## config.mk

```make
export PLATFORM = sky130hd
export DESIGN_NAME = payment_and_change_maker_flat
export DESIGN_NICKNAME = d
export VERILOG_FILES = /design/src/design/pcm_pkg.sv /design/src/design/pcm_in_if.sv /design/src/design/pcm_out_if.sv /design/src/design/payment_and_change_maker.sv /design/src/design/pcm_ctrl.sv /design/src/design/pcm_dp.sv /design/src/flat_wrapper.sv
export SDC_FILE = /design/constraint.sdc
export NUM_CORES = 2
export LEC_CHECK = 0
export ABC_AREA = 1
export BUFFER_PORTS_ARGS = -buffer_cell sky130_fd_sc_hd__buf_2
export CORE_ASPECT_RATIO = 0.9
export CORE_MARGIN = 1.5
export CORE_UTILIZATION = 55
export DETAILED_ROUTE_END_ITERATION = 12
export GPL_TIMING_DRIVEN = 0
export HOLD_SLACK_MARGIN = 0.08
export PLACE_DENSITY = 0.81
export SLEW_MARGIN = 20
export SYNTH_ARGS = -nofsm -noshare
export SYNTH_HDL_FRONTEND = slang
export SYNTH_SLANG_ARGS = --single-unit
```

## constraint.sdc

```tcl
create_clock -name clk -period 21 [get_ports clk]
set_input_delay 2.1 -clock clk [delete_from_list [all_inputs] [get_ports clk]]
set_output_delay 2.1 -clock clk [all_outputs]
set_load 0.005 [all_outputs]
```

## src/design/pcm_pkg.sv

```systemverilog
// shared types, constants and tables for the payment and change maker
// no dependencies; imported by every other design file
package pcm_pkg;

  localparam int NUM_DEN     = 11;
  localparam int COUNT_W     = 16;
  localparam int AMOUNT_W    = 20;
  localparam int CHG_W       = 14;
  localparam int LVL_W       = 4;
  localparam int CAP_W       = 15;
  localparam int RECIP_W     = 26;
  localparam int RECIP_SHIFT = 28;
  localparam int PROD_W      = CHG_W + RECIP_W;
  localparam int MUL_W       = COUNT_W + CHG_W;
  localparam int STATUS_W    = 3;
  localparam int DENOM_W     = 4;

  localparam logic [CAP_W-1:0] CAP_MAX = {CAP_W{1'b1}};

  typedef enum logic [1:0] {
    K_START  = 2'd0,
    K_COIN   = 2'd1,
    K_CANCEL = 2'd2,
    K_LOAD   = 2'd3
  } kind_t;

  typedef enum logic [STATUS_W-1:0] {
    ST_OWING     = 3'd0,
    ST_DONE      = 3'd1,
    ST_CHANGE    = 3'd2,
    ST_NO_CHANGE = 3'd3,
    ST_CANCELLED = 3'd4,
    ST_IGNORED   = 3'd5,
    ST_LOADED    = 3'd6
  } out_status_t;

  // coin values in cents, unused codes read as zero
  localparam logic [CHG_W-1:0] DENOM_VALUE [16] = '{
    14'd10000, 14'd5000, 14'd2000, 14'd1000, 14'd500, 14'd200,
    14'd100, 14'd50, 14'd20, 14'd10, 14'd5,
    14'd0, 14'd0, 14'd0, 14'd0, 14'd0
  };

  // ceil(2^28 / value), exact quotient for amounts below 2^14
  localparam logic [RECIP_W-1:0] DENOM_RECIP [16] = '{
    26'd26844, 26'd53688, 26'd134218, 26'd268436, 26'd536871, 26'd1342178,
    26'd2684355, 26'd5368710, 26'd13421773, 26'd26843546, 26'd53687092,
    26'd0, 26'd0, 26'd0, 26'd0, 26'd0
  };

  typedef enum logic [3:0] {
    OP_NONE,
    OP_LATCH,
    OP_EXEC,
    OP_CAP_MUL,
    OP_CAP_ADD,
    OP_DIV,
    OP_MUL,
    OP_FOUND,
    OP_DESCEND,
    OP_UP,
    OP_RETRY,
    OP_EMIT,
    OP_SKIP,
    OP_FAIL
  } dp_op_t;

  typedef enum logic [3:0] {
    CS_IDLE,
    CS_EXEC,
    CS_CAP_MUL,
    CS_CAP_ADD,
    CS_DIV,
    CS_MUL,
    CS_CHK,
    CS_BACK,
    CS_RETRY,
    CS_EMIT,
    CS_FAIL
  } ctrl_state_t;

  typedef struct packed {
    logic out_free;
    logic exec_search;
    logic level_zero;
    logic prune;
    logic rem_zero;
    logic last_level;
    logic trial_zero;
    logic emit_last;
  } dp_status_t;

endpackage

```

## src/design/pcm_in_if.sv

```systemverilog
// input channel: valid/ready handshake with one request word
// depends on pcm_pkg for field widths
interface pcm_in_if;
  import pcm_pkg::*;

  logic                valid;
  logic                ready;
  logic [1:0]          kind;
  logic [AMOUNT_W-1:0] amount_cents;
  logic [DENOM_W-1:0]  denom_index;
  logic [COUNT_W-1:0]  load_count;

  modport source (output valid, kind, amount_cents, denom_index, load_count, input ready);
  modport sink   (input valid, kind, amount_cents, denom_index, load_count, output ready);
endinterface

```

## src/design/pcm_out_if.sv

```systemverilog
// result channel: valid/ready handshake with one result word
// depends on pcm_pkg for field widths
interface pcm_out_if;
  import pcm_pkg::*;

  logic                valid;
  logic                ready;
  logic [STATUS_W-1:0] status;
  logic [AMOUNT_W-1:0] owed_cents;
  logic [DENOM_W-1:0]  change_denom;
  logic [COUNT_W-1:0]  coin_count;
  logic                last;

  modport source (output valid, status, owed_cents, change_denom, coin_count, last,
                  input ready);
  modport sink   (input valid, status, owed_cents, change_denom, coin_count, last,
                  output ready);
endinterface

```

## src/design/payment_and_change_maker.sv

```systemverilog
// top level of the payment and change maker
// depends on pcm_pkg, pcm_in_if, pcm_out_if, pcm_ctrl and pcm_dp
//
// in_ch carries one request word: start purchase, insert coin, cancel or
// load an inventory count. out_ch returns one result word per request, or
// one change word per denomination paid out, the final one with last set.
// A request is taken only while the block is idle; ready is low in the
// cycle after each accepted word. A coin that closes a purchase with
// change first sums the stock value of the 11 denominations, a multiply
// and an add step each, then a depth-first search over the denominations:
// a divide step per level visited and, unless it prunes, a multiply and
// a check step, an up and a retry step per backtrack, then one emit step
// per denomination up to and including the last one used. Search time is
// bounded only by the number of count choices tried, which the stock and
// the change amount set. Synchronous reset empties the inventory and paid
// tally and closes any purchase. A stalled receiver holds the result word;
// the block waits before the next word but still takes a request while idle.
module payment_and_change_maker (
  input  logic      clk,
  input  logic      rst_n,
  pcm_in_if.sink    in_ch,
  pcm_out_if.source out_ch
);
  import pcm_pkg::*;

  dp_op_t     op;
  dp_status_t sts;
  logic       ready;

  assign in_ch.ready = ready;

  pcm_ctrl u_ctrl (
    .clk      (clk),
    .rst_n    (rst_n),
    .in_valid (in_ch.valid),
    .in_ready (ready),
    .op       (op),
    .sts      (sts)
  );

  pcm_dp u_dp (
    .clk       (clk),
    .rst_n     (rst_n),
    .op        (op),
    .sts       (sts),
    .in_kind   (in_ch.kind),
    .in_amount (in_ch.amount_cents),
    .in_denom  (in_ch.denom_index),
    .in_load   (in_ch.load_count),
    .out_ch    (out_ch)
  );

endmodule

```

## src/design/pcm_ctrl.sv

```systemverilog
// controller: sequences request handling and the change search
// depends on pcm_pkg; drives the datapath through dp_op_t commands
module pcm_ctrl (
  input  logic                clk,
  input  logic                rst_n,
  input  logic                in_valid,
  output logic                in_ready,
  output pcm_pkg::dp_op_t     op,
  input  pcm_pkg::dp_status_t sts
);
  import pcm_pkg::*;

  ctrl_state_t state_r, state_nxt;

  always_ff @(posedge clk) begin
    if (!rst_n) begin
      state_r <= CS_IDLE;
    end else begin
      state_r <= state_nxt;
    end
  end

  always_comb begin
    state_nxt = state_r;
    unique case (state_r)
      CS_IDLE:    if (in_valid) state_nxt = CS_EXEC;
      CS_EXEC: begin
        if (sts.out_free) state_nxt = sts.exec_search ? CS_CAP_MUL : CS_IDLE;
      end
      CS_CAP_MUL: state_nxt = CS_CAP_ADD;
      CS_CAP_ADD: state_nxt = sts.level_zero ? CS_DIV : CS_CAP_MUL;
      CS_DIV:     state_nxt = sts.prune ? CS_BACK : CS_MUL;
      CS_MUL:     state_nxt = CS_CHK;
      CS_CHK: begin
        if (sts.rem_zero) state_nxt = CS_EMIT;
        else if (sts.last_level) state_nxt = CS_BACK;
        else state_nxt = CS_DIV;
      end
      CS_BACK:    state_nxt = sts.level_zero ? CS_FAIL : CS_RETRY;
      CS_RETRY:   state_nxt = sts.trial_zero ? CS_BACK : CS_DIV;
      CS_EMIT: begin
        if (!sts.trial_zero && sts.out_free && sts.emit_last) state_nxt = CS_IDLE;
      end
      CS_FAIL:    if (sts.out_free) state_nxt = CS_IDLE;
      default:    state_nxt = CS_IDLE;
    endcase
  end

  always_comb begin
    op       = OP_NONE;
    in_ready = 1'b0;
    unique case (state_r)
      CS_IDLE: begin
        in_ready = 1'b1;
        if (in_valid) op = OP_LATCH;
      end
      CS_EXEC:    if (sts.out_free) op = OP_EXEC;
      CS_CAP_MUL: op = OP_CAP_MUL;
      CS_CAP_ADD: op = OP_CAP_ADD;
      CS_DIV:     if (!sts.prune) op = OP_DIV;
      CS_MUL:     op = OP_MUL;
      CS_CHK: begin
        if (sts.rem_zero) op = OP_FOUND;
        else if (!sts.last_level) op = OP_DESCEND;
      end
      CS_BACK:    if (!sts.level_zero) op = OP_UP;
      CS_RETRY:   if (!sts.trial_zero) op = OP_RETRY;
      CS_EMIT: begin
        if (sts.trial_zero) op = OP_SKIP;
        else if (sts.out_free) op = OP_EMIT;
      end
      CS_FAIL:    if (sts.out_free) op = OP_FAIL;
      default:    op = OP_NONE;
    endcase
  end

endmodule

```

## src/design/pcm_dp.sv

```systemverilog
// datapath: coin inventory, purchase state, search stack and result register
// depends on pcm_pkg and pcm_out_if; commanded by pcm_ctrl
module pcm_dp (
  input  logic                         clk,
  input  logic                         rst_n,
  input  pcm_pkg::dp_op_t              op,
  output pcm_pkg::dp_status_t          sts,
  input  logic [1:0]                   in_kind,
  input  logic [pcm_pkg::AMOUNT_W-1:0] in_amount,
  input  logic [pcm_pkg::DENOM_W-1:0]  in_denom,
  input  logic [pcm_pkg::COUNT_W-1:0]  in_load,
  pcm_out_if.source                    out_ch
);
  import pcm_pkg::*;

  logic [COUNT_W-1:0]  inv_r   [NUM_DEN];
  logic [COUNT_W-1:0]  paid_r  [NUM_DEN];
  logic [COUNT_W-1:0]  trial_r [NUM_DEN];
  logic [CHG_W-1:0]    rem_r   [NUM_DEN];
  logic [CAP_W-1:0]    cap_r   [NUM_DEN];
  logic [AMOUNT_W-1:0] owed_r;
  logic                active_r;
  logic [LVL_W-1:0]    level_r;
  logic [LVL_W-1:0]    last_k_r;
  logic [CHG_W-1:0]    a_cur_r;
  logic [CAP_W-1:0]    cap_acc_r;
  logic [PROD_W-1:0]   prod_r;
  kind_t               kind_r;
  logic [AMOUNT_W-1:0] amt_r;
  logic [DENOM_W-1:0]  denom_r;
  logic [COUNT_W-1:0]  lc_r;
  logic                out_valid_r;
  logic [STATUS_W-1:0] out_status_r;
  logic [AMOUNT_W-1:0] out_owed_r;
  logic [DENOM_W-1:0]  out_denom_r;
  logic [COUNT_W-1:0]  out_count_r;
  logic                out_last_r;

  logic [LVL_W-1:0]    inv_idx;
  logic [COUNT_W-1:0]  inv_rd, paid_rd, trial_rd;
  logic [CHG_W-1:0]    rem_rd, dv_lvl, dv_in, change, rem_now, rem_back;
  logic [CAP_W-1:0]    cap_rd, cap_sat;
  logic [PROD_W:0]     cap_sum;
  logic                d_ok, coin_ok, val_lt, exec_search, emit_now;
  logic [COUNT_W-1:0]  q_now, i_sel;
  logic [MUL_W-1:0]    mul_in;
  out_status_t         ex_status;
  logic [AMOUNT_W-1:0] ex_owed;

  assign inv_idx  = (op == OP_EXEC) ? denom_r : level_r;
  assign inv_rd   = inv_r[inv_idx];
  assign paid_rd  = paid_r[denom_r];
  assign trial_rd = trial_r[level_r];
  assign rem_rd   = rem_r[level_r];
  assign cap_rd   = cap_r[level_r];
  assign dv_lvl   = DENOM_VALUE[level_r];
  assign dv_in    = DENOM_VALUE[denom_r];

  assign d_ok        = denom_r < DENOM_W'(NUM_DEN);
  assign coin_ok     = active_r && d_ok;
  assign val_lt      = AMOUNT_W'(dv_in) < owed_r;
  assign change      = dv_in - owed_r[CHG_W-1:0];
  assign exec_search = (kind_r == K_COIN) && coin_ok && !val_lt && (change != '0);

  assign mul_in  = MUL_W'(inv_rd) * MUL_W'(dv_lvl);
  assign cap_sum = (PROD_W + 1)'(prod_r) + (PROD_W + 1)'(cap_acc_r);
  assign cap_sat = (cap_sum > (PROD_W + 1)'(CAP_MAX)) ? CAP_MAX : cap_sum[CAP_W-1:0];

  assign q_now    = COUNT_W'(prod_r[PROD_W-1:RECIP_SHIFT]);
  assign i_sel    = (q_now < inv_rd) ? q_now : inv_rd;
  assign rem_now  = a_cur_r - prod_r[CHG_W-1:0];
  assign rem_back = rem_rd + dv_lvl;

  always_comb begin
    ex_status = ST_IGNORED;
    ex_owed   = owed_r;
    case (kind_r)
      K_START: begin
        if (!active_r) begin
          ex_status = (amt_r == '0) ? ST_DONE : ST_OWING;
          ex_owed   = amt_r;
        end
      end
      K_CANCEL: begin
        ex_owed = '0;
        if (active_r) ex_status = ST_CANCELLED;
      end
      K_LOAD: begin
        if (d_ok) ex_status = ST_LOADED;
      end
      K_COIN: begin
        if (coin_ok) begin
          if (val_lt) begin
            ex_status = ST_OWING;
            ex_owed   = owed_r - AMOUNT_W'(dv_in);
          end else begin
            ex_status = ST_DONE;
            ex_owed   = '0;
          end
        end
      end
      default: ex_status = ST_IGNORED;
    endcase
  end

  assign emit_now = ((op == OP_EXEC) && !exec_search) || (op == OP_EMIT) || (op == OP_FAIL);

  // purchase state, inventory and search level
  always_ff @(posedge clk) begin
    if (!rst_n) begin
      for (int k = 0; k < NUM_DEN; k++) begin
        inv_r[k]  <= '0;
        paid_r[k] <= '0;
      end
      owed_r      <= '0;
      active_r    <= 1'b0;
      level_r     <= '0;
      out_valid_r <= 1'b0;
    end else begin
      if (emit_now) out_valid_r <= 1'b1;
      else if (out_ch.ready) out_valid_r <= 1'b0;
      case (op)
        OP_EXEC: begin
          case (kind_r)
            K_START: begin
              if (!active_r) begin
                for (int k = 0; k < NUM_DEN; k++) paid_r[k] <= '0;
                if (amt_r != '0) begin
                  owed_r   <= amt_r;
                  active_r <= 1'b1;
                end
              end
            end
            K_CANCEL: begin
              if (active_r) begin
                for (int k = 0; k < NUM_DEN; k++) begin
                  inv_r[k]  <= (inv_r[k] > paid_r[k]) ? inv_r[k] - paid_r[k] : '0;
                  paid_r[k] <= '0;
                end
                active_r <= 1'b0;
                owed_r   <= '0;
              end
            end
            K_LOAD: begin
              if (d_ok) inv_r[denom_r] <= lc_r;
            end
            K_COIN: begin
              if (coin_ok) begin
                if (inv_rd != {COUNT_W{1'b1}}) inv_r[denom_r] <= inv_rd + 1'b1;
                if (paid_rd != {COUNT_W{1'b1}} && (val_lt || change != '0))
                  paid_r[denom_r] <= paid_rd + 1'b1;
                if (val_lt) begin
                  owed_r <= owed_r - AMOUNT_W'(dv_in);
                end else begin
                  owed_r   <= '0;
                  active_r <= 1'b0;
                  if (change == '0) begin
                    for (int k = 0; k < NUM_DEN; k++) paid_r[k] <= '0;
                  end else begin
                    level_r <= LVL_W'(NUM_DEN - 1);
                  end
                end
              end
            end
            default: owed_r <= owed_r;
          endcase
        end
        OP_CAP_ADD: if (level_r != '0) level_r <= level_r - 1'b1;
        OP_DESCEND: level_r <= level_r + 1'b1;
        OP_FOUND:   level_r <= '0;
        OP_UP:      level_r <= level_r - 1'b1;
        OP_RETRY:   level_r <= level_r + 1'b1;
        OP_SKIP:    level_r <= level_r + 1'b1;
        OP_EMIT: begin
          inv_r[level_r] <= inv_rd - trial_rd;
          if (level_r == last_k_r) begin
            level_r <= '0;
            for (int k = 0; k < NUM_DEN; k++) paid_r[k] <= '0;
          end else begin
            level_r <= level_r + 1'b1;
          end
        end
        OP_FAIL: begin
          for (int k = 0; k < NUM_DEN; k++) begin
            inv_r[k]  <= (inv_r[k] > paid_r[k]) ? inv_r[k] - paid_r[k] : '0;
            paid_r[k] <= '0;
          end
        end
        default: level_r <= level_r;
      endcase
    end
  end

  // request word, search stack and result word
  always_ff @(posedge clk) begin
    case (op)
      OP_LATCH: begin
        kind_r  <= kind_t'(in_kind);
        amt_r   <= in_amount;
        denom_r <= in_denom;
        lc_r    <= in_load;
      end
      OP_EXEC: begin
        a_cur_r   <= change;
        cap_acc_r <= '0;
      end
      OP_CAP_MUL: prod_r <= PROD_W'(mul_in);
      OP_CAP_ADD: begin
        cap_r[level_r] <= cap_sat;
        cap_acc_r      <= cap_sat;
      end
      OP_DIV: prod_r <= PROD_W'(a_cur_r) * PROD_W'(DENOM_RECIP[level_r]);
      OP_MUL: begin
        trial_r[level_r] <= i_sel;
        prod_r           <= PROD_W'(MUL_W'(i_sel) * MUL_W'(dv_lvl));
      end
      OP_DESCEND: begin
        rem_r[level_r] <= rem_now;
        a_cur_r        <= rem_now;
      end
      OP_FOUND: last_k_r <= level_r;
      OP_RETRY: begin
        trial_r[level_r] <= trial_rd - 1'b1;
        rem_r[level_r]   <= rem_back;
        a_cur_r          <= rem_back;
      end
      default: a_cur_r <= a_cur_r;
    endcase
    if (op == OP_EXEC) begin
      out_status_r <= ex_status;
      out_owed_r   <= ex_owed;
      out_denom_r  <= '0;
      out_count_r  <= '0;
      out_last_r   <= 1'b1;
    end else if (op == OP_EMIT) begin
      out_status_r <= ST_CHANGE;
      out_owed_r   <= '0;
      out_denom_r  <= DENOM_W'(level_r);
      out_count_r  <= trial_rd;
      out_last_r   <= (level_r == last_k_r);
    end else if (op == OP_FAIL) begin
      out_status_r <= ST_NO_CHANGE;
      out_owed_r   <= '0;
      out_denom_r  <= '0;
      out_count_r  <= '0;
      out_last_r   <= 1'b1;
    end
  end

  assign sts.out_free    = !out_valid_r || out_ch.ready;
  assign sts.exec_search = exec_search;
  assign sts.level_zero  = (level_r == '0);
  assign sts.prune       = CAP_W'(a_cur_r) > cap_rd;
  assign sts.rem_zero    = (rem_now == '0);
  assign sts.last_level  = (level_r == LVL_W'(NUM_DEN - 1));
  assign sts.trial_zero  = (trial_rd == '0);
  assign sts.emit_last   = (level_r == last_k_r);

  assign out_ch.valid        = out_valid_r;
  assign out_ch.status       = out_status_r;
  assign out_ch.owed_cents   = out_owed_r;
  assign out_ch.change_denom = out_denom_r;
  assign out_ch.coin_count   = out_count_r;
  assign out_ch.last         = out_last_r;

endmodule

```

## src/flat_wrapper.sv

```systemverilog
// flat-port wrapper written by rule: the top's interface ports become plain ports
module payment_and_change_maker_flat import pcm_pkg::*;
  (clk, rst_n, in_ch_valid, in_ch_kind, in_ch_amount_cents, in_ch_denom_index, in_ch_load_count, in_ch_ready, out_ch_valid, out_ch_status, out_ch_owed_cents, out_ch_change_denom, out_ch_coin_count, out_ch_last, out_ch_ready);
  pcm_in_if in_ch_i ();
  pcm_out_if out_ch_i ();
  input  logic clk;
  input  logic rst_n;
  input wire logic [$bits(in_ch_i.valid)-1:0] in_ch_valid;
  input wire logic [$bits(in_ch_i.kind)-1:0] in_ch_kind;
  input wire logic [$bits(in_ch_i.amount_cents)-1:0] in_ch_amount_cents;
  input wire logic [$bits(in_ch_i.denom_index)-1:0] in_ch_denom_index;
  input wire logic [$bits(in_ch_i.load_count)-1:0] in_ch_load_count;
  output wire logic [$bits(in_ch_i.ready)-1:0] in_ch_ready;
  output wire logic [$bits(out_ch_i.valid)-1:0] out_ch_valid;
  output wire logic [$bits(out_ch_i.status)-1:0] out_ch_status;
  output wire logic [$bits(out_ch_i.owed_cents)-1:0] out_ch_owed_cents;
  output wire logic [$bits(out_ch_i.change_denom)-1:0] out_ch_change_denom;
  output wire logic [$bits(out_ch_i.coin_count)-1:0] out_ch_coin_count;
  output wire logic [$bits(out_ch_i.last)-1:0] out_ch_last;
  input wire logic [$bits(out_ch_i.ready)-1:0] out_ch_ready;
  assign in_ch_i.valid = in_ch_valid;
  assign in_ch_i.kind = in_ch_kind;
  assign in_ch_i.amount_cents = in_ch_amount_cents;
  assign in_ch_i.denom_index = in_ch_denom_index;
  assign in_ch_i.load_count = in_ch_load_count;
  assign in_ch_ready = in_ch_i.ready;
  assign out_ch_valid = out_ch_i.valid;
  assign out_ch_status = out_ch_i.status;
  assign out_ch_owed_cents = out_ch_i.owed_cents;
  assign out_ch_change_denom = out_ch_i.change_denom;
  assign out_ch_coin_count = out_ch_i.coin_count;
  assign out_ch_last = out_ch_i.last;
  assign out_ch_i.ready = out_ch_ready;
  payment_and_change_maker u_core (.clk(clk), .rst_n(rst_n), .in_ch(in_ch_i), .out_ch(out_ch_i));
endmodule
```

# Word level (Yosys, flattened, before mapping)
# Memories as Yosys holds them, arrays and structs flattened. A register that Yosys moved wholly into a read port is not among the register bits.
# Index checks and enable logic that the tools add are counted.
[word_totals]
input_bits = 46
memories = 8
word_cells = 474
ram_bits = 847
ff_bits = 189
mem_bits_ro = 864
out_inout_bits = 46
[op_classes]
n_lt_le_gt_ge = 18
addsub = 22
n_eq_ne = 44
mux = 237
bitwise = 82
mul = 3
n_reduce_logical = 42
[memory_table]
columns = ["memory", "depth", "width", "read_ports", "rd_ports_with_merged_regs", "wr", "line", "source"]
rows = [
  ["(no name shown)", 16, 26, 1, 0, 0, "pcm_dp.sv:212", "OP_DIV: prod_r <= PROD_W'(a_cur_r) * PROD_W'(DENOM_RECIP[level_r]);"],
  ["(no name shown)", 16, 14, 1, 0, 0, "pcm_dp.sv:57", "assign dv_in = DENOM_VALUE[denom_r];"],
  ["(no name shown)", 16, 14, 1, 0, 0, "pcm_dp.sv:56", "assign dv_lvl = DENOM_VALUE[level_r];"],
  ["u_core.u_dp.inv_r", 11, 16, 12, 0, 11, "pcm_dp.sv:16", "logic [COUNT_W-1:0] inv_r [NUM_DEN];"],
  ["u_core.u_dp.paid_r", 11, 16, 12, 1, 11, "pcm_dp.sv:17", "logic [COUNT_W-1:0] paid_r [NUM_DEN];"],
  ["u_core.u_dp.trial_r", 11, 16, 1, 1, 1, "pcm_dp.sv:18", "logic [COUNT_W-1:0] trial_r [NUM_DEN];"],
  ["2 more memories", "n/a", "n/a", "n/a", "n/a", "n/a", "n/a", ""],
]
[ops]
columns = ["operator", "n"]
rows = [
  ["16-bit 2-to-1 mux", 96],
  ["16-bit subtractor", 12],
  ["20-bit 2-to-1 mux", 9],
  ["16-bit > comparator", 11],
  ["4-bit 2-to-1 mux", 31],
  ["20-bit one-hot mux with 3 select lines", 2],
  ["40-bit one-hot mux with 3 select lines", 1],
  ["4-bit one-hot mux with 11 select lines", 2],
  ["1-bit bitwise OR", 80],
  ["14-bit 2-to-1 mux", 5],
  ["1-bit 2-to-1 mux", 69],
  ["16-bit by 14-bit multiplier with 30-bit output", 2],
  ["26-bit 2-to-1 mux", 2],
  ["16-bit OR reduction", 3],
  ["14-bit one-hot mux with 3 select lines", 1],
  ["40-bit by 15-bit adder with 41-bit output", 1],
  ["41-bit by 15-bit > comparator with 1-bit output, second input constant", 1],
  ["4-bit == test, second input constant", 10],
  ["14-bit by 26-bit multiplier with 40-bit output", 1],
  ["16-bit by 1-bit adder with 16-bit output, second input constant", 2],
  ["4-bit by 3-bit == test with 1-bit output, second input constant", 8],
  ["16-bit != test, second input constant", 2],
  ["15-bit one-hot mux with 2 select lines", 1],
  ["14-bit logical NOT", 2],
  ["other kinds (42)", 94],
]

# Depth between registers and ports, before layout
# An unclocked memory read counts as a cell.
[depth]
depth_word = 19
depth_mapped = 53
ltp_nobuf = 48

# By module
# A second synthesis with hierarchy kept.
[unflattened]
cells_unflattened = 10739
hier_area_um2 = 93487.2
[by_module_without_submodules]
columns = ["mod", "instances", "seq_area_each_um2", "area_each_um2", "cells_per_inst"]
rows = [
  ["pcm_dp", 1, 35484.0, 92949.1, 10637],
  ["pcm_ctrl", 1, 80.1, 538.0, 102],
]

# Worst setup path after synthesis
# Ideal clock, no wire load.
[synth_timing]
path_type = "in2reg"
start = "input out_ch_ready"
end = "register u_core.u_dp.prod_r[25] (data pin)"
path_buffers = 5
path_slack_ns = 10.945
required_ns = 20.734
path_stages = 47
arrival_time_ns = 9.788
setup_time_ns = 0.266
cell_sequence = "inv_1 nand2_2 nand3_2 buf_6 o21ai_4 buf_4 buf_4 nand3_1 nand3_1 nand3_1 nand2_1 buf_1 ha_1 nand2_1 nand2_1 nand2_1 nand2_1 nand2_1 [11 not listed] fa_1 fa_1 inv_1 fa_1 inv_1 ha_1 a21oi_1 inv_1 a31oi_1 a21boi_0 o21bai_1 nand2_1 nand2_1 nand2_1 nand2_1 or2_2 nand3_1 o211ai_1"
[synth_between]
elab_chain_cells = 11
elab_cells_between_ends = 17
cone_classes = "mul: 2; order compare: 1; eq/ne: 4; mux: 8; reduce/logical: 1; memory: 1"
[synth_rtl]
columns = ["element", "line", "source"]
rows = [
  ["from (decl)", "flat_wrapper.sv:20", "input wire logic [$bits(out_ch_i.ready)-1:0] out_ch_ready;"],
  ["1-bit logical OR (*)", "pcm_dp.sv:250", "assign sts.out_free = !out_valid_r || out_ch.ready;"],
  ["4-bit 2-to-1 mux", "pcm_ctrl.sv:70", "else if (sts.out_free) op = OP_EMIT;"],
  ["4-bit 2-to-1 mux", "pcm_ctrl.sv:69", "if (sts.trial_zero) op = OP_SKIP;"],
  ["4-bit one-hot mux with 11 select lines (*)", "pcm_ctrl.sv:52", "unique case (state_r)"],
  ["4-bit by 2-bit == test with 1-bit output", "pcm_dp.sv:50", "assign inv_idx = (op == OP_EXEC) ? denom_r : level_r;"],
  ["4-bit 2-to-1 mux", "pcm_dp.sv:50", ""],
  ["memory 11 x 16 bit", "n/a", ""],
  ["12-bit by 16-bit less-than comparator with 1-bit output", "pcm_dp.sv:70", "assign i_sel = (q_now < inv_rd) ? q_now : inv_rd;"],
  ["16-bit 2-to-1 mux", "pcm_dp.sv:70", ""],
  ["16-bit by 14-bit multiplier with 30-bit output", "pcm_dp.sv:215", "prod_r <= PROD_W'(MUL_W'(i_sel) * MUL_W'(dv_lvl));"],
  ["40-bit one-hot mux with 3 select lines (*)", "pcm_dp.sv:196", "case (op)"],
  ["to (signal assigned)", "pcm_dp.sv:207", "OP_CAP_MUL: prod_r <= PROD_W'(mul_in);"],
  ["to (signal assigned)", "pcm_dp.sv:212", ""],
  ["to (signal assigned)", "pcm_dp.sv:215", ""],
  ["to (decl)", "pcm_dp.sv:27", "logic [PROD_W-1:0] prod_r;"],
]
# Mark *: on every way between the ends. The rest lies on a longest branch, timed or not.
# A chain may end at the register's enable or synchronous reset.

# Worst setup path in the final report
[layout_timing]
start = "input out_ch_ready"
end = "register u_core.u_dp.prod_r[22] (data pin)"
# Same word-level chain as after synthesis.

==> reports/results.ini <==
[status]
run_status = finished, final reports clean

[clocking]
cts_setup_buffers = 0
ctsRootBufferMaster = clkbuf_16
path_clk_slew_ns = 0.06
cts_tree = yes
cts-buffers-inserted = 132
holdBufCountCts = 0
htreeDepth = 4
cts.sinks = 1204
clkLatencyLatePin_ns = 0.85
post_cts_resized = 0
max-clock-path-buffers = 3

[sta]
hold_viol = 0
min_period_over_period_pct = 60.2
drv_slew = 0
fin_crit_ns = 12.65
max_slew_margin_pct = 13.8
rsz0062_at_grt = no
finClkSkew_ns = 0.0744
tns_ns = 0
fmax_ghz = 0.0790
setup_viol = 0
tightest_slew_ns = 1.29

[floorplanning]
die_x_um = 437
fp.dieArea_um2 = 172000
core_region_area_um2 = 169000
dieHeight_um = 394
num_rows = 143
io_pins = 92
floorplan.initialDensity_pct = 55.3

[route]
routedWlPerCell_um = 29.1
drc_errors = 0
dr_total_vias = 83600
drt_wl_total_um = 387000
via_per_inst = 6.28
drtPass1Iterations = 8
first_iter_violations = 13300
drtAntennaViolNets = 0

[synth]
synthMostInstantiatedCell = nand2_1
yosys.area.top_type = edfxtp_1
synth_ff_type = edfxtp_1
yosys-top-cells-area = edfxtp_1 37%, fa_1 13%, ha_1 8.3%, nand2_1 7.7%, inv_1 5.8%
synth_area_um2 = 93400
ys_types = 66
synth_edf_count = 1145
avgSynthCellArea_um2 = 8.84
ys.warnings.count = 0
synth_top_area_share_pct = 36.8
ys_ff_latch = 1204
async_flop_share_pct = 0
syn_inst = 10600
ys_seq_area_share_pct = 38.1
netlist_top_cells_count = 1916 x nand2_1, 1451 x inv_1, 1200 x nor2_1

[placed_design]
io_buffer_count = 91
dp_hpwl_um = 308000
routabilityCongestion = 1.11

[hold_path]
hold_depth = 2
hold_end = u_core.u_dp.out_ch.coin_count[6]
hp-start = u_core.u_dp.out_ch.coin_count[6]
hp-class = reg2reg

[setup_path]
crit_required_ns = 21.51
critPathMaxFanout = 10
slowest_stage = buf_1
r2r_setup_slack_ns = 9.11
r2r-end = u_core.u_dp.prod_r[22]
critPathCaptureType = flip-flop
critPathLaunchType = input pin
timing.rr.start = u_core.u_dp.level_r[0]
reg2regPathDepth = 46
cp_data_arrival_time_ns = 13.16
cpPeakStageDelay_ns = 0.94
critical_path_class = in2reg

[flow_run]
max-cap-violations = 0

[cells_and_area]
regArea_um2 = 35600
final_nets = 12200
fin_util_pct = 60.6
final.fill_count = 14500
drive_gt1_share_pct = 6.24
synthToLayoutAreaGrowth_pct = 9.57
multi_input_area_um2 = 50800

[global_route]
grt_max_degree = 31
track_usage_pct = 44.2
grt-ovfl-total = 0
antenna_found_initial = 41
first_global_vias = 78900
grt_pass1_wl_um = 546000

-- logic make-up (layout without fill, tap and decap cells) --
logic type | after synthesis | count (layout) | share of synthesized area (%)
flops | 1204 | 1204 | 38.1
simple gates | 4192 | 4192 | 19.2
other cells | 2 | 145 | 0.00804
buf+inv | 1939 | 2302 | 8.25
compound gates | 1686 | 1686 | 10.3
fa+ha+maj | 1222 | 1222 | 21.2
mux | 18 | 18 | 0.193
xor+xnor | 292 | 292 | 2.74
-- cell type report --
class	instances	area share, %
Antenna cell	13	0.0318
Buffer	442	2.05
Clock buffer	153	3.32
Clock inverter	83	1.05
Inverter	1497	5.50
Multi-Input combinational cell	7542	49.6
Sequential cell	1204	34.8
Tap cell	2247	2.75
Timing Repair Buffer	127	0.913
-- state kept, by name (all words and copies together) (netlist names), named ones only --
name / count
u_core.u_dp.rem_r: 154
u_core.u_dp.out_ch.valid: 1
u_core.u_dp.cap_acc_r: 15
u_core.u_dp.cap_r: 165
u_core.u_dp.last_k_r: 4
u_core.u_dp.prod_r: 40
u_core.u_dp.out_ch.last: 1
u_core.u_dp.paid_r: 256
u_core.u_dp.owed_r: 20
u_core.u_dp.a_cur_r: 14
u_core.u_ctrl.state_r: 4
u_core.u_dp.inv_r: 256
u_core.u_dp.level_r: 4
u_core.u_dp.denom_r: 4
u_core.u_dp.out_ch.change_denom: 4
u_core.u_dp.lc_r: 16
u_core.u_dp.out_ch.owed_cents: 20
u_core.u_dp.out_ch.status: 3
u_core.u_dp.kind_r: 2
u_core.u_dp.trial_r: 176
u_core.u_dp.out_ch.coin_count: 16
u_core.u_dp.active_r: 1
u_core.u_dp.amt_r: 20
-- per-layer routing --
metal | vias to the layer above | part of all wire (%) | wire (µm) | track usage (%)
li1 | 35800 | - | - | -
met1 | 40500 | 40 | 153000 | 63.1
met2 | 6339 | 39 | 149000 | 58.1
met3 | 902 | 18 | 68900 | 21.1
met4 | 36 | 4.0 | 15300 | 15.4
met5 | - | 0.074 | 287 | 0
-- per-stage QoR --
step | cell area (µm²) | instances | hold WS, ns | setup slack [ns]
3_5_place_dp | 97800 | 13100 | 0.477 | 7.99
4_1_cts | 102000 | 13300 | 0.493 | 8.73
5_1_grt | 102000 | 13300 | 0.533 | 8.21
2_1_floorplan | 93800 | 10700 | 0.477 | 10.95
6_report | 102000 | 13300 | 0.491 | 8.35
3_3_place_gp | 97100 | 13000 | 0.472 | 8.02
-- worst max-delay path by stage --
| stage | start | endpoint | slack (ns) | cells past startpoint |
|---|---|---|---|---|
| after CTS | out_ch_ready | u_core.u_dp.prod_r[22] | 8.73 | 44 |
| after detailed placement | out_ch_ready | u_core.u_dp.prod_r[22] | 7.99 | 44 |
| final | out_ch_ready | u_core.u_dp.prod_r[22] | 8.35 | 44 |
| after global routing | out_ch_ready | u_core.u_dp.prod_r[25] | 8.21 | 48 |
| after floorplan | out_ch_ready | u_core.u_dp.prod_r[25] | 10.95 | 47 |
| after global placement | out_ch_ready | u_core.u_dp.prod_r[22] | 8.02 | 47 |
-- worst max-delay path, delay by kind of cell --
kind,cells,cell delay (ns)
and+or+nand+nor,17,3.17
AOI/OAI and AO/OA,8,1.77
adders and majority gates,8,3.84
buffers and inverters,11,2.19
-- cell usage in the layout, fill, tap and decap left out, drive strengths merged, types with 28 or more instances in the layout --
master | netlist | routed
o221ai | 74 | 74
dfxtp | 59 | 59
ha | 622 | 622
nor3 | 102 | 102
o211ai | 106 | 106
nand4 | 139 | 139
or2 | 32 | 32
a31oi | 28 | 28
inv | 1477 | 1479
nor2 | 1218 | 1218
xnor2 | 83 | 83
xor2 | 209 | 209
fa | 600 | 600
a21oi | 583 | 583
buf | 176 | 303
o21ai | 645 | 645
o22ai | 61 | 61
conb | 2 | 132
o21bai | 56 | 56
o31ai | 29 | 29
clkbuf | 266 | 419
nand3b | 75 | 75
nand2 | 1948 | 1948
clkinv | 20 | 79
edfxtp | 1145 | 1145
nand3 | 654 | 654
Power is not shown: default switching activity piles up to over one toggle a cycle in this logic, so the estimate is an artifact.
